===== src/hdl/smf_tep_pkg.sv =====
// Shared types, codes and the data-byte table for the SMF track event parser.
// Used by smf_track_event_parser and its port checker; no dependencies.

package smf_tep_pkg;

    localparam logic [2:0] PH_DELTA   = 3'd0;
    localparam logic [2:0] PH_STATUS  = 3'd1;
    localparam logic [2:0] PH_DATA    = 3'd2;
    localparam logic [2:0] PH_TYPE    = 3'd3;
    localparam logic [2:0] PH_LENGTH  = 3'd4;
    localparam logic [2:0] PH_PAYLOAD = 3'd5;

    localparam logic [1:0] KIND_SHORT   = 2'd0;
    localparam logic [1:0] KIND_HEADER  = 2'd1;
    localparam logic [1:0] KIND_PAYLOAD = 2'd2;

    localparam logic [7:0] ST_SYSEX      = 8'hF0;
    localparam logic [7:0] ST_SYSEX_ESC  = 8'hF7;
    localparam logic [7:0] ST_META       = 8'hFF;
    localparam logic [7:0] ST_SONG_POS   = 8'hF2;
    localparam logic [7:0] ST_SONG_SEL   = 8'hF3;

    // Message length including the status byte, indexed by the channel status nibble.
    localparam logic [1:0] CHAN_LEN [8] = '{2'd3, 2'd3, 2'd3, 2'd3, 2'd2, 2'd2, 2'd3, 2'd1};

    typedef struct packed {
        logic [1:0]  event_kind;
        logic [31:0] delta_time;
        logic [7:0]  status;
        logic [7:0]  data_first;
        logic [7:0]  data_second;
        logic [31:0] payload_length;
        logic [7:0]  payload_byte;
        logic        payload_last;
        logic        running_status_used;
    } result_t;

    function automatic logic [1:0] data_needed(input logic [7:0] s);
        if (s < ST_SYSEX)
        begin
            return CHAN_LEN[s[6:4]] - 2'd1;
        end
        else if (s == ST_SONG_POS)
        begin
            return 2'd2;
        end
        else if (s == ST_SONG_SEL)
        begin
            return 2'd1;
        end
        return 2'd0;
    endfunction

endpackage


===== src/hdl/smf_track_event_parser.sv =====
// Standard MIDI file track event parser: one track byte in, at most one event item out.
// Depends on smf_tep_pkg for phase codes, event kinds, the result type and data_needed.
//
//  Channel   Dir  tdata                     tuser            tlast
//  s_axis    in   [7:0] track_byte          [0] track_start  -
//  m_axis    out  see port comment          [1:0] event_kind payload_last
//
// While s_axis_tready is high, one byte is taken per cycle and updates the parse state.
// Results are registered in the output register, or in the skid register if it is held.
// The output register plus a skid register let one result wait while the next byte is taken;
// s_axis_tready drops only when both are full.
// Reset clears the parse state and running status and empties both output registers.

module smf_track_event_parser
(
    input  logic         clk,
    input  logic         rst_n,
    input  logic         s_axis_tvalid,
    output logic         s_axis_tready,
    input  logic [7:0]   s_axis_tdata,  // [7:0] track_byte
    input  logic         s_axis_tuser,  // [0] track_start
    output logic         m_axis_tvalid,
    input  logic         m_axis_tready,
    // [31:0] delta_time, [39:32] status, [47:40] data_first, [55:48] data_second,
    // [87:56] payload_length, [95:88] payload_byte, [96] running_status_used, [103:97] zero
    output logic [103:0] m_axis_tdata,
    output logic [1:0]   m_axis_tuser,  // [1:0] event_kind
    output logic         m_axis_tlast
);

    logic [2:0]  phase_reg, phase_next;
    logic [31:0] delta_reg, delta_next;
    logic [7:0]  rs_reg, rs_next;
    logic [1:0]  dbl_reg, dbl_next;
    logic [7:0]  hf_reg, hf_next;
    logic [7:0]  hs_reg, hs_next;
    logic [31:0] la_reg, la_next;
    logic [31:0] pr_reg, pr_next;
    logic        swr_reg, swr_next;

    logic                 accept;
    logic                 res_valid;
    smf_tep_pkg::result_t res;
    logic                 do_data;
    logic                 do_length;
    logic                 do_payload;
    logic                 emit;
    logic [7:0]           b;

    smf_tep_pkg::result_t main_reg;
    smf_tep_pkg::result_t skid_reg;
    logic                 main_valid_reg;
    logic                 skid_valid_reg;
    logic                 pop;
    logic                 push;

    assign b      = s_axis_tdata;
    assign accept = s_axis_tvalid && s_axis_tready;

    always_comb
    begin
        phase_next = phase_reg;
        delta_next = delta_reg;
        rs_next    = rs_reg;
        dbl_next   = dbl_reg;
        hf_next    = hf_reg;
        hs_next    = hs_reg;
        la_next    = la_reg;
        pr_next    = pr_reg;
        swr_next   = swr_reg;
        res_valid  = 1'b0;
        res        = '0;
        do_data    = 1'b0;
        do_length  = 1'b0;
        do_payload = 1'b0;
        emit       = 1'b0;

        if (s_axis_tuser)
        begin
            phase_next = smf_tep_pkg::PH_DELTA;
            delta_next = '0;
            rs_next    = '0;
            dbl_next   = '0;
            hf_next    = '0;
            hs_next    = '0;
            la_next    = '0;
            pr_next    = '0;
            swr_next   = 1'b0;
        end

        unique case (phase_next)
            smf_tep_pkg::PH_STATUS:
            begin
                if (b[7])
                begin
                    rs_next = b;
                end
                swr_next = !b[7];
                hf_next  = '0;
                hs_next  = '0;
                la_next  = '0;
                pr_next  = '0;
                if (rs_next == smf_tep_pkg::ST_SYSEX || rs_next == smf_tep_pkg::ST_SYSEX_ESC)
                begin
                    phase_next = smf_tep_pkg::PH_LENGTH;
                    do_length  = !b[7];
                end
                else if (rs_next == smf_tep_pkg::ST_META)
                begin
                    phase_next = smf_tep_pkg::PH_TYPE;
                    if (!b[7])
                    begin
                        hf_next    = b;
                        phase_next = smf_tep_pkg::PH_LENGTH;
                    end
                end
                else
                begin
                    dbl_next = smf_tep_pkg::data_needed(rs_next);
                    if (dbl_next == 2'd0)
                    begin
                        res_valid              = 1'b1;
                        res.event_kind         = smf_tep_pkg::KIND_SHORT;
                        res.delta_time          = delta_next;
                        res.status              = rs_next;
                        res.data_first          = hf_next;
                        res.data_second         = hs_next;
                        res.running_status_used = swr_next;
                        phase_next = smf_tep_pkg::PH_DELTA;
                        delta_next = '0;
                        if (!b[7])
                        begin
                            // A data byte after a data-less system status opens the next delta.
                            delta_next = {25'd0, b[6:0]};
                            phase_next = smf_tep_pkg::PH_STATUS;
                        end
                    end
                    else
                    begin
                        phase_next = smf_tep_pkg::PH_DATA;
                        do_data    = !b[7];
                    end
                end
            end
            smf_tep_pkg::PH_DATA:
            begin
                do_data = 1'b1;
            end
            smf_tep_pkg::PH_TYPE:
            begin
                hf_next    = b;
                la_next    = '0;
                phase_next = smf_tep_pkg::PH_LENGTH;
            end
            smf_tep_pkg::PH_LENGTH:
            begin
                do_length = 1'b1;
            end
            smf_tep_pkg::PH_PAYLOAD:
            begin
                do_payload = 1'b1;
            end
            default:
            begin
                delta_next = {delta_next[24:0], b[6:0]};
                phase_next = b[7] ? smf_tep_pkg::PH_DELTA : smf_tep_pkg::PH_STATUS;
            end
        endcase

        if (do_data)
        begin
            if (dbl_next == 2'd0)
            begin
                emit = 1'b1;
            end
            else
            begin
                if (smf_tep_pkg::data_needed(rs_next) == 2'd2 && dbl_next == 2'd1)
                begin
                    hs_next = b;
                end
                else
                begin
                    hf_next = b;
                end
                dbl_next = dbl_next - 2'd1;
                emit     = (dbl_next == 2'd0);
            end
            if (emit)
            begin
                res_valid               = 1'b1;
                res.event_kind          = smf_tep_pkg::KIND_SHORT;
                res.delta_time          = delta_next;
                res.status              = rs_next;
                res.data_first          = hf_next;
                res.data_second         = hs_next;
                res.running_status_used = swr_next;
                phase_next = smf_tep_pkg::PH_DELTA;
                delta_next = '0;
                dbl_next   = '0;
            end
        end

        if (do_length)
        begin
            la_next = {la_next[24:0], b[6:0]};
            if (!b[7])
            begin
                pr_next                 = la_next;
                res_valid               = 1'b1;
                res.event_kind          = smf_tep_pkg::KIND_HEADER;
                res.delta_time          = delta_next;
                res.status              = rs_next;
                res.data_first          = hf_next;
                res.payload_length      = la_next;
                res.running_status_used = swr_next;
                if (la_next == 32'd0)
                begin
                    phase_next = smf_tep_pkg::PH_DELTA;
                    delta_next = '0;
                    dbl_next   = '0;
                end
                else
                begin
                    phase_next = smf_tep_pkg::PH_PAYLOAD;
                end
            end
        end

        if (do_payload)
        begin
            if (pr_next != 32'd0)
            begin
                pr_next = pr_next - 32'd1;
            end
            res_valid               = 1'b1;
            res.event_kind          = smf_tep_pkg::KIND_PAYLOAD;
            res.delta_time          = delta_next;
            res.status              = rs_next;
            res.data_first          = hf_next;
            res.payload_length      = la_next;
            res.payload_byte        = b;
            res.payload_last        = (pr_next == 32'd0);
            res.running_status_used = swr_next;
            if (pr_next == 32'd0)
            begin
                phase_next = smf_tep_pkg::PH_DELTA;
                delta_next = '0;
                dbl_next   = '0;
            end
        end
    end

    always_ff @(posedge clk or negedge rst_n)
    begin
        if (!rst_n)
        begin
            phase_reg <= smf_tep_pkg::PH_DELTA;
            delta_reg <= '0;
            rs_reg    <= '0;
            dbl_reg   <= '0;
            hf_reg    <= '0;
            hs_reg    <= '0;
            la_reg    <= '0;
            pr_reg    <= '0;
            swr_reg   <= 1'b0;
        end
        else if (accept)
        begin
            phase_reg <= phase_next;
            delta_reg <= delta_next;
            rs_reg    <= rs_next;
            dbl_reg   <= dbl_next;
            hf_reg    <= hf_next;
            hs_reg    <= hs_next;
            la_reg    <= la_next;
            pr_reg    <= pr_next;
            swr_reg   <= swr_next;
        end
    end

    assign pop           = main_valid_reg && m_axis_tready;
    assign push          = accept && res_valid;
    assign s_axis_tready = !skid_valid_reg;

    always_ff @(posedge clk or negedge rst_n)
    begin
        if (!rst_n)
        begin
            main_valid_reg <= 1'b0;
            skid_valid_reg <= 1'b0;
        end
        else if (!main_valid_reg || pop)
        begin
            if (skid_valid_reg)
            begin
                main_valid_reg <= 1'b1;
                skid_valid_reg <= push;
            end
            else
            begin
                main_valid_reg <= push;
            end
        end
        else if (push)
        begin
            skid_valid_reg <= 1'b1;
        end
    end

    always_ff @(posedge clk)
    begin
        if (!main_valid_reg || pop)
        begin
            if (skid_valid_reg)
            begin
                main_reg <= skid_reg;
                skid_reg <= res;
            end
            else
            begin
                main_reg <= res;
            end
        end
        else if (push)
        begin
            skid_reg <= res;
        end
    end

    assign m_axis_tvalid = main_valid_reg;
    assign m_axis_tuser  = main_reg.event_kind;
    assign m_axis_tlast  = main_reg.payload_last;
    assign m_axis_tdata  = {7'd0, main_reg.running_status_used, main_reg.payload_byte,
                            main_reg.payload_length, main_reg.data_second,
                            main_reg.data_first, main_reg.status, main_reg.delta_time};

endmodule


===== config.mk =====
export PLATFORM = sky130hd
export DESIGN_NAME = smf_track_event_parser
export DESIGN_NICKNAME = d
export VERILOG_FILES = /design/src/hdl/smf_tep_pkg.sv /design/src/hdl/smf_track_event_parser.sv
export SDC_FILE = /design/constraint.sdc
export NUM_CORES = 1
export LEC_CHECK = 0
export BUFFER_PORTS_ARGS = -buffer_cell sky130_fd_sc_hd__buf_2
export CORE_ASPECT_RATIO = 0.9
export CORE_MARGIN = 2
export CORE_UTILIZATION = 30
export CTS_CLUSTER_DIAMETER = 30
export DETAILED_ROUTE_END_ITERATION = 10
export GPL_TIMING_DRIVEN = 0
export HOLD_SLACK_MARGIN = 0.1
export PLACE_DENSITY_LB_ADDON = 0.15
export RECOVER_POWER = 50
export SYNTH_ARGS = -nofsm -noshare
export SYNTH_HDL_FRONTEND = slang
export SYNTH_SLANG_ARGS = --single-unit
export TNS_END_PERCENT = 30

===== constraint.sdc =====
create_clock -name clk -period 14.25 [get_ports clk]
set_clock_uncertainty 0.05 [all_clocks]
set_input_delay 2.85 -clock clk [delete_from_list [all_inputs] [get_ports clk]]
set_output_delay 2.85 -clock clk [all_outputs]
set_load 0.02 [all_outputs]

== Word-level counts from Yosys, hierarchy flattened ==
Memory sizes are Yosys's and may differ from the RTL's.
Cells that the tools add are included.

* Word-level logic and storage cells: 218
* Output and inout bits: 109
* Memory bits (read-only): 32
* Memories kept: 2
* Bits of input ports: 13
* Bits in registers: 328

{| class="wikitable"
|+ Memory list
! name !! words !! bits a word !! read ports !! clocked after memory_dff !! write ports !! line !! source
|-
| (name not given) || 8 || 2 || 1 || 0 || 0 || smf_tep_pkg.sv:41 || <nowiki>return CHAN_LEN[s[6:4]] - 2'd1;</nowiki>
|-
| (name not given) || 8 || 2 || 1 || 0 || 0 || smf_tep_pkg.sv:41 ||
|}

* $lt $le $gt $ge: 4
* Bitwise logic cells: 2
* $add $sub $neg: 4
* Equality and inequality tests: 15
* Reduce and logical (&&, ||, !) cells: 20
* Muxes and demuxes: 142

{| class="wikitable"
|+ Operators by type and width
! cell !! count
|-
| 32-bit two-way mux || 23
|-
| 100-bit two-way mux || 4
|-
| 56-bit two-way mux || 4
|-
| 50-bit two-way mux || 3
|-
| 58-bit two-way mux || 2
|-
| 8-bit two-way mux || 13
|-
| 32-bit zero test || 2
|-
| 32-bit case mux with 2 select lines || 1
|-
| 2-bit two-way mux || 29
|-
| 8-bit == test, second input constant || 7
|-
| 1-bit two-way mux || 42
|-
| 42-bit two-way mux || 1
|-
| 3-bit two-way mux || 12
|-
| 32-bit nonzero test || 1
|-
| 32-bit by 1-bit subtractor with 32-bit output, second input constant || 1
|-
| 7-bit two-way mux || 4
|-
| 8-bit < comparator, second input constant || 2
|-
| 8-bit case mux with 2 select lines || 1
|-
| 3-bit case mux with 3 select lines || 1
|-
| 4-bit >= comparator, second input constant || 2
|-
| 3-bit inverter with 4-bit output || 2
|-
| 3-bit by 2-bit == test with 1-bit output, second input constant || 2
|-
| 3-bit == test, second input constant || 2
|-
| 2-bit zero test || 3
|-
| 14 further kinds || 23
|}

== Depth between registers and ports, before layout ==
* Depth in word-level cells: 34
* Mapped depth: 21
* Depth with buffers taken out: 17

== Worst setup path after synthesis ==
Ideal clock, no wire load.

* Path type: in2reg
* Start: in m_axis_tready
* End: reg skid_reg[0] (netlist name), enable pin
* Data arrival time: 13033 ps
* Setup slack: 460 ps
* Buffers on the path: 0
* Setup time: 707 ps
* Data required time: 13493 ps
* Stages: 2
* Cell sequence: nand2b_1 o31ai_1

* Longest elaborated chain between the ends: 4
* Elaborated cells between the ends (all ways): 5
* Those cells by class: 1 x eq/ne; 4 x reduce/logical

{| class="wikitable"
|+ Ends and longest elaborated chain
! what !! line !! source
|-
| start, declared || smf_track_event_parser.sv:23 || <nowiki>input logic m_axis_tready,</nowiki>
|-
| 1-bit logical AND * || smf_track_event_parser.sv:282 || <nowiki>assign pop = main_valid_reg && m_axis_tready;</nowiki>
|-
| 1-bit logical OR * || smf_track_event_parser.sv:313 || <nowiki>if (!main_valid_reg || pop)</nowiki>
|-
| 2-bit != test (no source line) / 2-bit nonzero test (equally long branches) || - ||
|-
| 2-bit AND reduction (no source line) * || - ||
|-
| end signal, assigned || smf_track_event_parser.sv:318 || <nowiki>skid_reg <= res;</nowiki>
|-
| end signal, assigned || smf_track_event_parser.sv:327 || <nowiki>skid_reg <= res;</nowiki>
|-
| end, declared || smf_track_event_parser.sv:51 || <nowiki>smf_tep_pkg::result_t skid_reg;</nowiki>
|}

Every way passes the cells marked *; elsewhere a longest branch is shown, timed or not.
A chain may end at the register's enable or synchronous reset.

== Worst setup path in the final report ==
* Start: in s_axis_tuser
* End: reg delta_reg[10]

* Longest elaborated chain between the ends: 28
* Elaborated cells between the ends (all ways): 76
* Those cells by class: 3 x add/sub; 1 x order compare; 10 x eq/ne; 51 x mux; 1 x bitwise; 9 x reduce/logical; 1 x memory

{| class="wikitable"
|+ Ends and longest elaborated chain
! what !! line !! source
|-
| start, declared || smf_track_event_parser.sv:21 || <nowiki>input logic s_axis_tuser,</nowiki>
|-
| branches (longest 27 deep; another with memory 8 x 2 bit) || - ||
|-
| 32-bit two-way mux * || smf_track_event_parser.sv:230 || <nowiki>if (do_payload)</nowiki>
|-
| end signal, assigned || smf_track_event_parser.sv:271 || <nowiki>delta_reg <= delta_next;</nowiki>
|-
| end, declared || smf_track_event_parser.sv:32 || <nowiki>logic [31:0] delta_reg, delta_next;</nowiki>
|}

Mark *: on every way between the ends. The select of a mux whose other input is x is not followed.

==> reports/summary.log <==
INFO  worst_setup_path setup.reg_to_reg.worst_slack=7.15ns
INFO  logic_synthesis yosys_most_used_dff=sky130_fd_sc_hd__edfxtp_1
INFO  logic_synthesis number_of_distinct_library_cells_after_synthesis=77
INFO  worst_setup_path worst-path-max-fanout=10
INFO  power          swShare=27.7%
INFO  grt            globalRouteOverflowTotal=0
INFO  power          power_frac_seq=32.5%
INFO  timing         final_max_slew_viol_count=248
INFO  die            die_area=56700squm
INFO  status         outcome=finished, violations left
INFO  grt            number_of_antenna_violations_at_the_first_check_in_global_routing=0
INFO  timing         min_period_over_period=65.6%
INFO  place          io_buffer_count=114
INFO  logic_synthesis synth_sequential_area_ratio=56.0%
INFO  drt            route.vias.total=13680
INFO  worst_setup_path crit_chain=clkbuf_1, clkbuf_1, clkbuf_1, clkbuf_1, clkbuf_1, buf_1, nor2_1, o21ai_0, ha_1, inv_1, a2111o_1, a21oi_1, a21oi_1, clkbuf_1, or4_1, a22oi_1, nand4_1, nor4_4, nand3b_1, buf_4, o32ai_1
INFO  logic_synthesis synth.top_cells.by_area=sky130_fd_sc_hd__edfxtp_1 37%, sky130_fd_sc_hd__dfrtp_1 19%, sky130_fd_sc_hd__mux2_2 4.6%
INFO  drt            drt_iter0_markers=1432
INFO  die            die_width=251um
INFO  cts            clockRootBuffer=sky130_fd_sc_hd__clkbuf_16
INFO  worst_setup_path crit_arrival=9.74ns
INFO  worst_setup_path crit_path_frequent_cell=sky130_fd_sc_hd__clkbuf_1
INFO  die            io_pins=122
INFO  drt            drc_errors=0
INFO  worst_setup_path critPathMaxStageDelay=0.75ns
INFO  power          clkPwrFrac=56.2%
INFO  drt            detail-route-antenna-nets=0
INFO  place          hpwl=41600um
INFO  cts            tritoncts=done
INFO  timing         rsz_0062_raised_after_global_routing=false
INFO  die            core_area=54200squm
INFO  worst_setup_path worst_r2r_path_depth=19
INFO  timing         worst-slew-pin-transition=4.25ns
INFO  drt            routed_wirelength=59400um
INFO  finish         max_reg_flops=100
INFO  power          leakagePower=8.12nW
INFO  grt            grt_pass1_wl=88500um
INFO  place          place_worst_setup_slack=4.86ns
INFO  finish         areaGrowthSynthToFinish=27.1%
INFO  cts            clk_transition_reported_paths=0.04ns
INFO  cts            cts-htree-levels=3
INFO  die            floorplan.initialDensity=30.3%
INFO  min_path       timing.hold.worst_path_depth=2
INFO  cts            cts_max_path_buffers=3
INFO  worst_setup_path cp-end-kind=register
INFO  grt            grt_usage=20.9%
INFO  grt            via_count_of_the_first_global_routing_pass=13526
INFO  logic_synthesis syn_area=16400squm
INFO  timing         max_slew_margin=-183%
INFO  status         violations=capacitance limit, slew limit
INFO  grt            grt_start_max_net_pins=70
INFO  logic_synthesis syn-instance-count=1521
INFO  finish         drive_above_1_share=13.9%
INFO  cts            cts-resized-gates=0
INFO  logic_synthesis async_set_or_reset_register_ratio_after_synthesis=39.0%
INFO  power          comb_power_share=11.3%
INFO  logic_synthesis synth_top_cells_by_count=200 x sky130_fd_sc_hd__edfxtp_1, 171 x sky130_fd_sc_hd__nand2_1, 128 x sky130_fd_sc_hd__dfrtp_1
INFO  power          switching_power=960uW
INFO  timing         finalCriticalPeriod=9.35ns
INFO  cts            worst_skew_pair.late_latency=0.64ns
INFO  timing         finalSetupViolCount=0
INFO  worst_setup_path timing.setup.critical_path_class=input port to register
INFO  logic_synthesis synth_top_cell_by_area=sky130_fd_sc_hd__edfxtp_1
INFO  drt            detail_route.first_pass.iterations=5
INFO  worst_setup_path critical_path.slowest_cell=sky130_fd_sc_hd__nor4_4
INFO  logic_synthesis post_synth.cell_area_avg=10.8squm
INFO  die            fp.dieH=226um
INFO  logic_synthesis synth-edff-count=200
INFO  finish         antennaDiodeCount=0
INFO  power          pwr_density_cell=166nW/um^2
INFO  drt            vias_per_cell=5.45
INFO  cts            ctsHoldBuffers=0
INFO  cts            cts_made_buffers=84
INFO  cts            cts_setup_buffers=0
INFO  power          cellInternalPower=2.50mW
INFO  timing         fmax=107MHz
INFO  timing         finalHoldViolations=0
INFO  finish         final_util=38.5%
INFO  place          place_congestion=0.935
INFO  min_path       timing.hold.worst.class=register to register
INFO  logic_synthesis ys_ff_latch=328
INFO  power          peak_supply_drop=0.0000827V
INFO  run            cap_viol_max_count=5
INFO  timing         timing.setup.tns=0ns
INFO  worst_setup_path startpoint_type=input port
INFO  drt            detail_route.wl_per_cell=23.6um
INFO  logic_synthesis synth.most_common_cell=sky130_fd_sc_hd__edfxtp_1
INFO  logic_synthesis share_of_the_synthesized_area_in_the_top_cell_type=36.5%
INFO  cts            clock-sinks=328
INFO  timing         worst_slack=4.90ns
INFO  logic_synthesis ys_warn_count=0
INFO  die            rows=81
INFO  worst_setup_path cp.required=14.64ns
INFO  finish         finish.net_count=1749
-- layer usage --
layer / routed length (um) / GRT usage (%) / share of wire, %
met1: 28300 / 30.5 / 48
met2: 24100 / 28.7 / 41
met5: 0 / 0 / 0
met4: 1890 / 8.83 / 3.2
met3: 5100 / 5.88 / 8.6
-- worst max-delay path, delay by kind of cell --
kind / cells / cell delay [ns]
AO/OA/AOI/OAI: 6 / 1.28
adder cells (fa/ha/maj): 1 / 0.30
buffers and inverters: 9 / 3.43
AND/OR/NAND/NOR: 5 / 1.87
-- cells by family (layout without fill, tap and decap cells) --
group | after synthesis | count (layout) | share of synthesized area [%]
DFF | 328 | 328 | 56.0
AOI/OAI and AO/OA | 456 | 456 | 19.7
xor gates and xnor gates | 36 | 36 | 1.92
and+or+nand+nor | 462 | 462 | 13.4
other | 1 | 7 | 0.0228
muxes | 71 | 71 | 4.83
adders and majority gates | 1 | 1 | 0.0761
buffers and inverters | 166 | 446 | 4.05
-- layout make-up --
class / count / area (sq um)
sequential: 328 / 9210
clock buffer: 107 / 2310
tap: 705 / 882
inverter: 41 / 154
buffer: 125 / 509
fill: 5313 / 33300
multi-input combinational: 1033 / 6600
clock inverter: 51 / 659
timing repair buffer: 122 / 576
-- layout by cell type (no fill, tap or decap), types with 14 or more instances in the layout --
master / n
sky130_fd_sc_hd__o31ai_1: 48
sky130_fd_sc_hd__nor2_1: 119
sky130_fd_sc_hd__a31oi_1: 17
sky130_fd_sc_hd__o21ai_0: 65
sky130_fd_sc_hd__nand2b_1: 14
sky130_fd_sc_hd__clkbuf_16: 85
sky130_fd_sc_hd__o32ai_1: 23
sky130_fd_sc_hd__clkinv_2: 15
sky130_fd_sc_hd__clkbuf_1: 225
sky130_fd_sc_hd__o21ai_1: 24
sky130_fd_sc_hd__o22ai_1: 35
sky130_fd_sc_hd__a21oi_1: 50
sky130_fd_sc_hd__xnor2_1: 22
sky130_fd_sc_hd__dfrtp_1: 128
sky130_fd_sc_hd__edfxtp_1: 200
sky130_fd_sc_hd__nand2_1: 171
sky130_fd_sc_hd__nor2b_1: 15
sky130_fd_sc_hd__a22oi_1: 41
sky130_fd_sc_hd__xor2_1: 14
sky130_fd_sc_hd__nor3_1: 20
sky130_fd_sc_hd__inv_1: 41
sky130_fd_sc_hd__nand3_1: 25
sky130_fd_sc_hd__mux2_2: 63
sky130_fd_sc_hd__a22o_1: 73
-- stage by stage --
step	hold slack, ns	total power [mW]	instances	area (sq um)
after floorplan	0.398	1.38	1527	16500
after global routing	0.457	3.58	2512	20900
after global placement	0.413	1.54	2346	17900
after detailed placement	0.418	1.54	2354	18100
after CTS	0.427	3.50	2512	21100
final	0.425	3.46	2512	20900
-- power groups by stage --
| stage | Combinational (mW) | Clock, mW | Sequential, mW |
|---|---|---|---|
| after floorplan | 0.195 | 0 | 1.18 |
| after global placement | 0.397 | 0 | 1.14 |
| after detailed placement | 0.401 | 0 | 1.14 |
| after CTS | 0.403 | 1.98 | 1.12 |
| after global routing | 0.420 | 2.03 | 1.13 |
| final | 0.391 | 1.95 | 1.12 |
-- path summary, 6_finish.rpt --
check	start	endpoint
max in group asynchronous	rst_n	pr_reg[1]
max	s_axis_tuser	delta_reg[10]
min in group asynchronous	rst_n	hf_reg[3]
min	delta_reg[14]	delta_reg[14]
min reg2reg	delta_reg[14]	delta_reg[14]
max reg2reg	phase_reg[2]	delta_reg[10]
(Power assumes the default switching activity.)
